<file path="config.mk">
export PLATFORM = sky130hd
export DESIGN_NAME = ber_tlv_stream_parser
export DESIGN_NICKNAME = d
export VERILOG_FILES = /design/src/sv/btlv_pkg.sv /design/src/sv/btlv_step.sv /design/src/sv/ber_tlv_stream_parser.sv
export SDC_FILE = /design/constraint.sdc
export NUM_CORES = 1
export LEC_CHECK = 0
export BUFFER_PORTS_ARGS = -buffer_cell sky130_fd_sc_hd__buf_4
export CAP_MARGIN = 10
export CORE_MARGIN = 2
export CORE_UTILIZATION = 55
export CTS_CLUSTER_SIZE = 12
export DETAILED_ROUTE_END_ITERATION = 6
export PLACE_DENSITY = 0.75
export SKIP_LAST_GASP = 1
export SYNTH_ARGS = -nofsm -noshare
export SYNTH_HDL_FRONTEND = slang
export SYNTH_SLANG_ARGS = --single-unit
</file>
<file path="constraint.sdc">
create_clock -name clk -period 24.7 [get_ports clk]
set_clock_uncertainty 0.1 [all_clocks]
set_input_delay 2.47 -clock clk [delete_from_list [all_inputs] [get_ports clk]]
set_output_delay 2.47 -clock clk [all_outputs]
set_load 0.05 [all_outputs]
</file>
<file path="src/sv/btlv_pkg.sv">
// shared types and constants for the ber-tlv stream parser
`default_nettype none
package btlv_pkg;

	typedef enum logic [5:0] {
		PH_TAG    = 6'b000001,
		PH_TAGEXT = 6'b000010,
		PH_LEN1   = 6'b000100,
		PH_LENX   = 6'b001000,
		PH_VALUE  = 6'b010000,
		PH_DROP   = 6'b100000
	} btlv_phase_t;

	localparam logic [1:0] KIND_ELEMENT = 2'd0;
	localparam logic [1:0] KIND_ERROR   = 2'd1;
	localparam logic [1:0] KIND_END     = 2'd2;

	localparam logic [2:0] ERR_NONE      = 3'd0;
	localparam logic [2:0] ERR_ZERO_EXT  = 3'd1;
	localparam logic [2:0] ERR_LEN_FORM  = 3'd2;
	localparam logic [2:0] ERR_LEN_ZERO  = 3'd3;
	localparam logic [2:0] ERR_TRUNCATED = 3'd4;
	localparam logic [2:0] ERR_TOO_LONG  = 3'd5;

	localparam logic [7:0] PAD_ZERO     = 8'h00;
	localparam logic [7:0] PAD_ONES     = 8'hff;
	localparam logic [4:0] TAG_EXT_MARK = 5'h1f;
	localparam logic [7:0] LEN_LONG_MIN = 8'h80;
	localparam logic [7:0] LEN_LONG_MAX = 8'h84;
	localparam logic [31:0] SHORT_TAG_MAX = 32'd30;

	typedef struct packed {
		btlv_phase_t phase;
		logic [31:0] tag_accum;
		logic [1:0]  class_held;
		logic        constructed_held;
		logic        first_ext_byte;
		logic [31:0] length_accum;
		logic [2:0]  length_bytes_left;
		logic [31:0] value_left;
	} btlv_state_t;

	localparam btlv_state_t STATE_RST = '{
		phase:             PH_TAG,
		tag_accum:         32'd0,
		class_held:        2'd0,
		constructed_held:  1'b0,
		first_ext_byte:    1'b0,
		length_accum:      32'd0,
		length_bytes_left: 3'd0,
		value_left:        32'd0
	};

	typedef struct packed {
		logic [1:0]  kind;
		logic [31:0] tag_number;
		logic [1:0]  tag_class;
		logic        constructed;
		logic [7:0]  short_tag;
		logic [31:0] value_length;
		logic [15:0] value_offset;
		logic        pdu_end;
		logic [2:0]  error_code;
	} btlv_result_t;

endpackage
`default_nettype wire

</file>
<file path="src/sv/btlv_step.sv">
// next-state and result logic for one byte of the ber-tlv parser
`default_nettype none
module btlv_step #(
	parameter int POSITION_BITS = 16
) (
	input  wire btlv_pkg::btlv_state_t  st,
	input  wire [POSITION_BITS-1:0]     pos,
	input  wire [POSITION_BITS-1:0]     vstart,
	input  wire [7:0]                   data_byte,
	input  wire                         last_byte,
	output btlv_pkg::btlv_state_t       st_n,
	output logic [POSITION_BITS-1:0]    pos_n,
	output logic [POSITION_BITS-1:0]    vstart_n,
	output logic                        emit,
	output btlv_pkg::btlv_result_t      res
);

	logic        do_plain;
	logic [1:0]  plain_kind;
	logic [2:0]  plain_code;
	logic        do_elem;
	logic        known;
	logic        trunc_chk;
	logic [31:0] vs_ext;

	always_comb begin
		st_n = st;
		pos_n = pos;
		vstart_n = vstart;
		emit = 1'b0;
		res = '0;
		do_plain = 1'b0;
		plain_kind = btlv_pkg::KIND_ERROR;
		plain_code = btlv_pkg::ERR_NONE;
		do_elem = 1'b0;
		known = 1'b0;
		trunc_chk = 1'b0;
		vs_ext = '0;

		if (st.phase == btlv_pkg::PH_DROP) begin
			if (last_byte) begin
				st_n = btlv_pkg::STATE_RST;
				pos_n = '0;
				vstart_n = '0;
			end
		end else if (&pos) begin
			do_plain = 1'b1;
			plain_code = btlv_pkg::ERR_TOO_LONG;
		end else begin
			pos_n = pos + 1'b1;
			case (st.phase)
				btlv_pkg::PH_TAG: begin
					if (data_byte == btlv_pkg::PAD_ZERO || data_byte == btlv_pkg::PAD_ONES) begin
						if (last_byte) begin
							do_plain = 1'b1;
							plain_kind = btlv_pkg::KIND_END;
						end
					end else begin
						st_n.class_held = data_byte[7:6];
						st_n.constructed_held = data_byte[5];
						if (data_byte[4:0] == btlv_pkg::TAG_EXT_MARK) begin
							st_n.tag_accum = '0;
							st_n.first_ext_byte = 1'b1;
							st_n.phase = btlv_pkg::PH_TAGEXT;
						end else begin
							st_n.tag_accum = {27'd0, data_byte[4:0]};
							st_n.phase = btlv_pkg::PH_LEN1;
						end
						trunc_chk = 1'b1;
					end
				end
				btlv_pkg::PH_TAGEXT: begin
					if (st.first_ext_byte && data_byte[6:0] == 7'd0) begin
						do_plain = 1'b1;
						plain_code = btlv_pkg::ERR_ZERO_EXT;
					end else begin
						st_n.first_ext_byte = 1'b0;
						st_n.tag_accum = {st.tag_accum[24:0], data_byte[6:0]};
						if (!data_byte[7]) begin
							st_n.phase = btlv_pkg::PH_LEN1;
						end
						trunc_chk = 1'b1;
					end
				end
				btlv_pkg::PH_LEN1: begin
					if (!data_byte[7]) begin
						st_n.length_accum = {24'd0, data_byte};
						known = 1'b1;
					end else if (data_byte == btlv_pkg::LEN_LONG_MIN ||
							data_byte > btlv_pkg::LEN_LONG_MAX) begin
						do_plain = 1'b1;
						plain_code = btlv_pkg::ERR_LEN_FORM;
					end else begin
						st_n.length_bytes_left = data_byte[2:0];
						st_n.length_accum = '0;
						st_n.phase = btlv_pkg::PH_LENX;
						trunc_chk = 1'b1;
					end
				end
				btlv_pkg::PH_LENX: begin
					if (st.length_accum == 32'd0 && data_byte == 8'd0) begin
						do_plain = 1'b1;
						plain_code = btlv_pkg::ERR_LEN_ZERO;
					end else begin
						st_n.length_accum = {st.length_accum[23:0], data_byte};
						st_n.length_bytes_left = st.length_bytes_left - 3'd1;
						if (st_n.length_bytes_left == 3'd0) begin
							known = 1'b1;
						end else begin
							trunc_chk = 1'b1;
						end
					end
				end
				btlv_pkg::PH_VALUE: begin
					st_n.value_left = st.value_left - 32'd1;
					if (st_n.value_left == 32'd0) begin
						do_elem = 1'b1;
					end else begin
						trunc_chk = 1'b1;
					end
				end
				default: begin
					st_n = st;
				end
			endcase

			if (known) begin
				vstart_n = pos + 1'b1;
				st_n.value_left = st_n.length_accum;
				if (st_n.length_accum == 32'd0) begin
					do_elem = 1'b1;
				end else begin
					st_n.phase = btlv_pkg::PH_VALUE;
					trunc_chk = 1'b1;
				end
			end

			if (trunc_chk && last_byte) begin
				do_plain = 1'b1;
				plain_code = btlv_pkg::ERR_TRUNCATED;
			end
		end

		if (do_elem) begin
			emit = 1'b1;
			vs_ext = 32'(vstart_n);
			res.kind = btlv_pkg::KIND_ELEMENT;
			res.tag_number = st_n.tag_accum;
			res.tag_class = st_n.class_held;
			res.constructed = st_n.constructed_held;
			if (st_n.tag_accum <= btlv_pkg::SHORT_TAG_MAX) begin
				res.short_tag = {st_n.class_held, st_n.constructed_held, st_n.tag_accum[4:0]};
			end
			res.value_length = st_n.length_accum;
			res.value_offset = vs_ext[15:0];
			res.pdu_end = last_byte;
			res.error_code = btlv_pkg::ERR_NONE;
			if (last_byte) begin
				st_n = btlv_pkg::STATE_RST;
				pos_n = '0;
				vstart_n = '0;
			end else begin
				st_n.phase = btlv_pkg::PH_TAG;
			end
		end else if (do_plain) begin
			emit = 1'b1;
			res.kind = plain_kind;
			res.pdu_end = last_byte;
			res.error_code = plain_code;
			if (last_byte) begin
				st_n = btlv_pkg::STATE_RST;
				pos_n = '0;
				vstart_n = '0;
			end else if (plain_kind == btlv_pkg::KIND_ERROR) begin
				st_n.phase = btlv_pkg::PH_DROP;
			end
		end
	end

endmodule
`default_nettype wire

</file>
<file path="src/sv/ber_tlv_stream_parser.sv">
// top level of the ber-tlv stream parser: header state and result register
//
// input channel: one pdu word per accepted cycle (data_byte, last_byte),
// handshake in_valid / in_ready. padding bytes 0x00 and 0xff before a tag
// are skipped. each word gives zero or one result on the output channel
// (out_valid / out_ready): a complete element, an error or a clean end.
// a result appears at the output register in the cycle after the word
// that causes it is accepted. throughput: one word per cycle, set by
// the single pass through the header decode between state and result
// registers. in_ready stays high while the output register is empty or is
// being taken in the same cycle; when the receiver stalls with a result
// held, in_ready drops and the parser waits.
// after the first error the rest of the pdu is dropped silently; every
// last word returns the parser to its reset state.
// reset (arst_n low) empties the output register and clears all header
// state, ready for a new pdu; there is no clearing pass.
`default_nettype none
module ber_tlv_stream_parser #(
	parameter int POSITION_BITS = 16
) (
	input  wire         clk,
	input  wire         arst_n,
	input  wire         in_valid,
	output logic        in_ready,
	input  wire [7:0]   data_byte,
	input  wire         last_byte,
	output logic        out_valid,
	input  wire         out_ready,
	output logic [1:0]  kind,
	output logic [31:0] tag_number,
	output logic [1:0]  tag_class,
	output logic        constructed,
	output logic [7:0]  short_tag,
	output logic [31:0] value_length,
	output logic [15:0] value_offset,
	output logic        pdu_end,
	output logic [2:0]  error_code
);

	btlv_pkg::btlv_state_t   st_q;
	btlv_pkg::btlv_state_t   st_n;
	logic [POSITION_BITS-1:0] pos_q;
	logic [POSITION_BITS-1:0] pos_n;
	logic [POSITION_BITS-1:0] vstart_q;
	logic [POSITION_BITS-1:0] vstart_n;
	logic                     emit;
	btlv_pkg::btlv_result_t   res;
	btlv_pkg::btlv_result_t   res_q;
	logic                     out_valid_q;
	logic                     in_accept;

	assign in_ready = !out_valid_q || out_ready;
	assign in_accept = in_valid && in_ready;

	btlv_step #(
		.POSITION_BITS(POSITION_BITS)
	) u_step (
		.st        (st_q),
		.pos       (pos_q),
		.vstart    (vstart_q),
		.data_byte (data_byte),
		.last_byte (last_byte),
		.st_n      (st_n),
		.pos_n     (pos_n),
		.vstart_n  (vstart_n),
		.emit      (emit),
		.res       (res)
	);

	always_ff @(posedge clk or negedge arst_n) begin
		if (!arst_n) begin
			st_q <= btlv_pkg::STATE_RST;
			pos_q <= '0;
			vstart_q <= '0;
			out_valid_q <= 1'b0;
		end else if (in_accept) begin
			st_q <= st_n;
			pos_q <= pos_n;
			vstart_q <= vstart_n;
			out_valid_q <= emit;
		end else if (out_ready) begin
			out_valid_q <= 1'b0;
		end
	end

	always_ff @(posedge clk) begin
		if (in_accept && emit) begin
			res_q <= res;
		end
	end

	assign out_valid = out_valid_q;
	assign kind = res_q.kind;
	assign tag_number = res_q.tag_number;
	assign tag_class = res_q.tag_class;
	assign constructed = res_q.constructed;
	assign short_tag = res_q.short_tag;
	assign value_length = res_q.value_length;
	assign value_offset = res_q.value_offset;
	assign pdu_end = res_q.pdu_end;
	assign error_code = res_q.error_code;

endmodule
`default_nettype wire

</file>
==> impl_metrics.ini <==
[synth]
yosysMostFrequentCell = nor2_1
synth_edf_count = 97
post_synth_main_area_contributors = dfrtp_1, edfxtp_1, a22o_1
syn_inst = 1276
synth_seq_cells = 239
synth_area_sq_mm = 0.01261
async_flop_share_pct = 59.41
yosysTopAreaCell = dfrtp_1
yosys_warnings = 0
seq_area_frac_synth_pct = 51.30
synth_area_per_cell_sq_um = 9.880
synth_ff_type = dfrtp_1
netlist.area_leader.share_pct = 27.99
synth_fp_nets = 1294
ys_types = 85
synth_common_cells = nor2_1, dfrtp_1, nand2_1

[floorplanning]
io_pins = 112
num_rows = 55
start_util_pct = 55.85
die_h_um = 155.4
die_area_sq_mm = 0.02415
fp.dieW_um = 155.4
coreArea_sq_mm = 0.02257

[timing]
hold_violations = 0
drv_slew = 0
min_period_over_period_pct = 28.58
rsz0062_at_grt = no
worstMarginPinSlew_ps = 1207
setup_viol = 0
slew-limit-headroom_pct = 18.94
post-route-min-period_ps = 7060
tns_ps = 0
clock.fmax_mhz = 141.6

[pwr]
peakVddDrop_v = 0.00004848
p_comb_share_pct = 15.9
sw_frac_of_total_pct = 29.36
p_switching_mw = 0.3100
power.share.sequential_pct = 47.0
clock_power_share_pct = 37.1
p_leak_nw = 5.590
p_int_mw = 0.7456
powerDensity_mw_per_mm2 = 73.36

[clock_tree]
clock_path_buffers = 3
cts.sinks = 239
cts_buffers = 26
cts_tree = built
path_clk_slew_ps = 60
cts.hold.buffers_added = 0
post-cts-setup-buffers = 0
clkLatencyLatePin_ps = 540
cts-htree-levels = 1
cts_root_buf = clkbuf_16
post_cts_resize_count = 0

[setup_path]
critPathKind = in2reg
critPathRequiredTime_ps = 25070
cp-end-kind = flip-flop
worstPathCellList = buf_4 > nor4_1 > nand4_1 > o31ai_4 > a21o_1 > a21oi_2 > nand2_1 > nand3_1 > o211ai_4 > inv_4 > nor2_1 > mux2_2
start_kind = primary input
path_delay_family = compound AO/OA/AOI/OAI gates
critPathMaxStageDelay_ps = 900
crit_buf_inv = 2
ff2ff_path_depth = 10
reg2reg_to = value_length[18]
slowest_stage = a21o_1
crit_arrival_ps = 7430
cp_max_fo = 34
r2r_slack_ps = 18880
crit-reg2reg-launch = st_q[107]

[cells_and_area]
regArea_sq_mm = 0.006467
n_antenna_cell = 0
drive_above_1_share_pct = 15.00
syn_to_final_growth_pct = 14.13
fill_cells = 1849
final_cells = 1645
multiInputGateArea_sq_mm = 0.005688
final_nets = 1360
utilization_pct = 63.75

[global_route]
grt_usage_pct = 30.48
antenna_found_initial = 1
grt_pass1_wl_mm = 58.06
grt_start_max_net_pins = 91
first_global_vias = 10270
overflow = 0

[detailed_routing]
postRouteAntennaNets = 0
viasPerCell = 6.733
vias = 11080
dr.pass1.iters = 5
post_drt_wl_per_cell_um = 22.49
routed_wl_mm = 36.99
drtIter0Drc = 1282
drc = 0

[worst_hold_path]
hold_end = vstart_q[14]
hold_path_depth = 2
hold_start = vstart_q[14]
hp-class = reg2reg

[flow_run]
drv_cap = 0

[outcome]
outcome = complete, no violations

[place]
hpwlAfterDp_mm = 24.99
gp_congestion = 1.005
port_buffers = 111
dp.cells = 1599
metal layers:
metal  part of all wire (%)  vias up  track usage [%]
met5                      0        -                0
met4                    3.5        0            10.05
met3                     10      104            6.602
met2                     45      616            47.07
met1                     41     5392            43.18
li1                       -     4964                -
sequential cells by signal, summed over array words and instances, names as in the netlist:
register	flops
out_valid	1
kind	2
value_offset	16
short_tag	8
tag_class	2
value_length	32
tag_number	32
pos_q	16
pdu_end	1
error_code	3
vstart_q	16
constructed	1
st_q	109
worst reg2reg max path, stage by stage, from the launching register on:
cell and delay, ps:
dfrtp_1 480, nor4_4 430, nor3b_2 650, o31ai_4 270, a21o_1 600, a21oi_2 440, nand2_1 150, a21o_2 210
buf_4 350, a21oi_4 900, buf_4 770
per-stage QoR:
stage               cell area, sq um  power [mW]  worst slack [ps]  hold WS, ps
CTS                            14390       1.054             17720        393.7
global placement               13540      0.6609             17430        370.1
global route                   14390       1.095             17240        403.4
finish                         14390       1.056             17640        392.2
detailed placement             13540      0.6644             17180        379.6
floorplan                      12610      0.6069             14790        350.7
cell families after synthesis:
group	Yosys count	share of synthesized area (%)
muxes	2	0.1687
and+or+nand+nor	476	18.70
DFF	239	51.30
buffers and inverters	107	3.930
xor gates and xnor gates	23	1.598
adders and majority gates	5	0.4962
AOI/OAI and AO/OA	424	23.81
placed cells by master (no fill, tap or decap), drive strengths merged, types with 11 or more instances in the layout:
| cell type | count |
|---|---|
| o21ai | 76 |
| clkbuf | 38 |
| a31oi | 14 |
| a22oi | 66 |
| and3 | 11 |
| nor3 | 41 |
| nand2 | 110 |
| nand3 | 36 |
| nor2 | 159 |
| a21oi | 83 |
| a22o | 81 |
| and2 | 15 |
| dfrtp | 141 |
| edfxtp | 97 |
| o2bb2ai | 19 |
| o22ai | 20 |
| xnor2 | 13 |
| nor4 | 29 |
| nand4 | 11 |
| nor2b | 14 |
| inv | 19 |
| or4 | 17 |
| buf | 126 |
power groups by stage:
| stage | Combinational, mW | Clock, mW | Sequential, mW |
|---|---|---|---|
| 2_1_floorplan | 0.126 | 0 | 0.480 |
| 5_1_grt | 0.182 | 0.413 | 0.501 |
| 4_1_cts | 0.165 | 0.396 | 0.494 |
| 3_3_place_gp | 0.161 | 0 | 0.500 |
| 3_5_place_dp | 0.164 | 0 | 0.501 |
| 6_report | 0.168 | 0.392 | 0.496 |
layout make-up:
cell class | instances | area share, %
Tap cell | 285 | 2.478
Inverter | 19 | 0.5130
Clock inverter | 8 | 0.8870
Clock buffer | 38 | 5.043
Multi-Input combinational cell | 930 | 39.53
Timing Repair Buffer | 126 | 6.600
Sequential cell | 239 | 44.95
worst max path at each step:
stage / startpoint / end / slack (ps) / cells after the start
after floorplan: data_byte[0] / constructed / 14790 / 11
after global placement: data_byte[3] / value_length[0] / 17430 / 10
after detailed placement: data_byte[3] / value_length[17] / 17180 / 10
after CTS: data_byte[2] / value_length[18] / 17720 / 10
after global routing: data_byte[5] / value_length[18] / 17240 / 10
final: data_byte[3] / pos_q[0] / 17640 / 12
No activity file was read; power rests on OpenSTA's default activity.
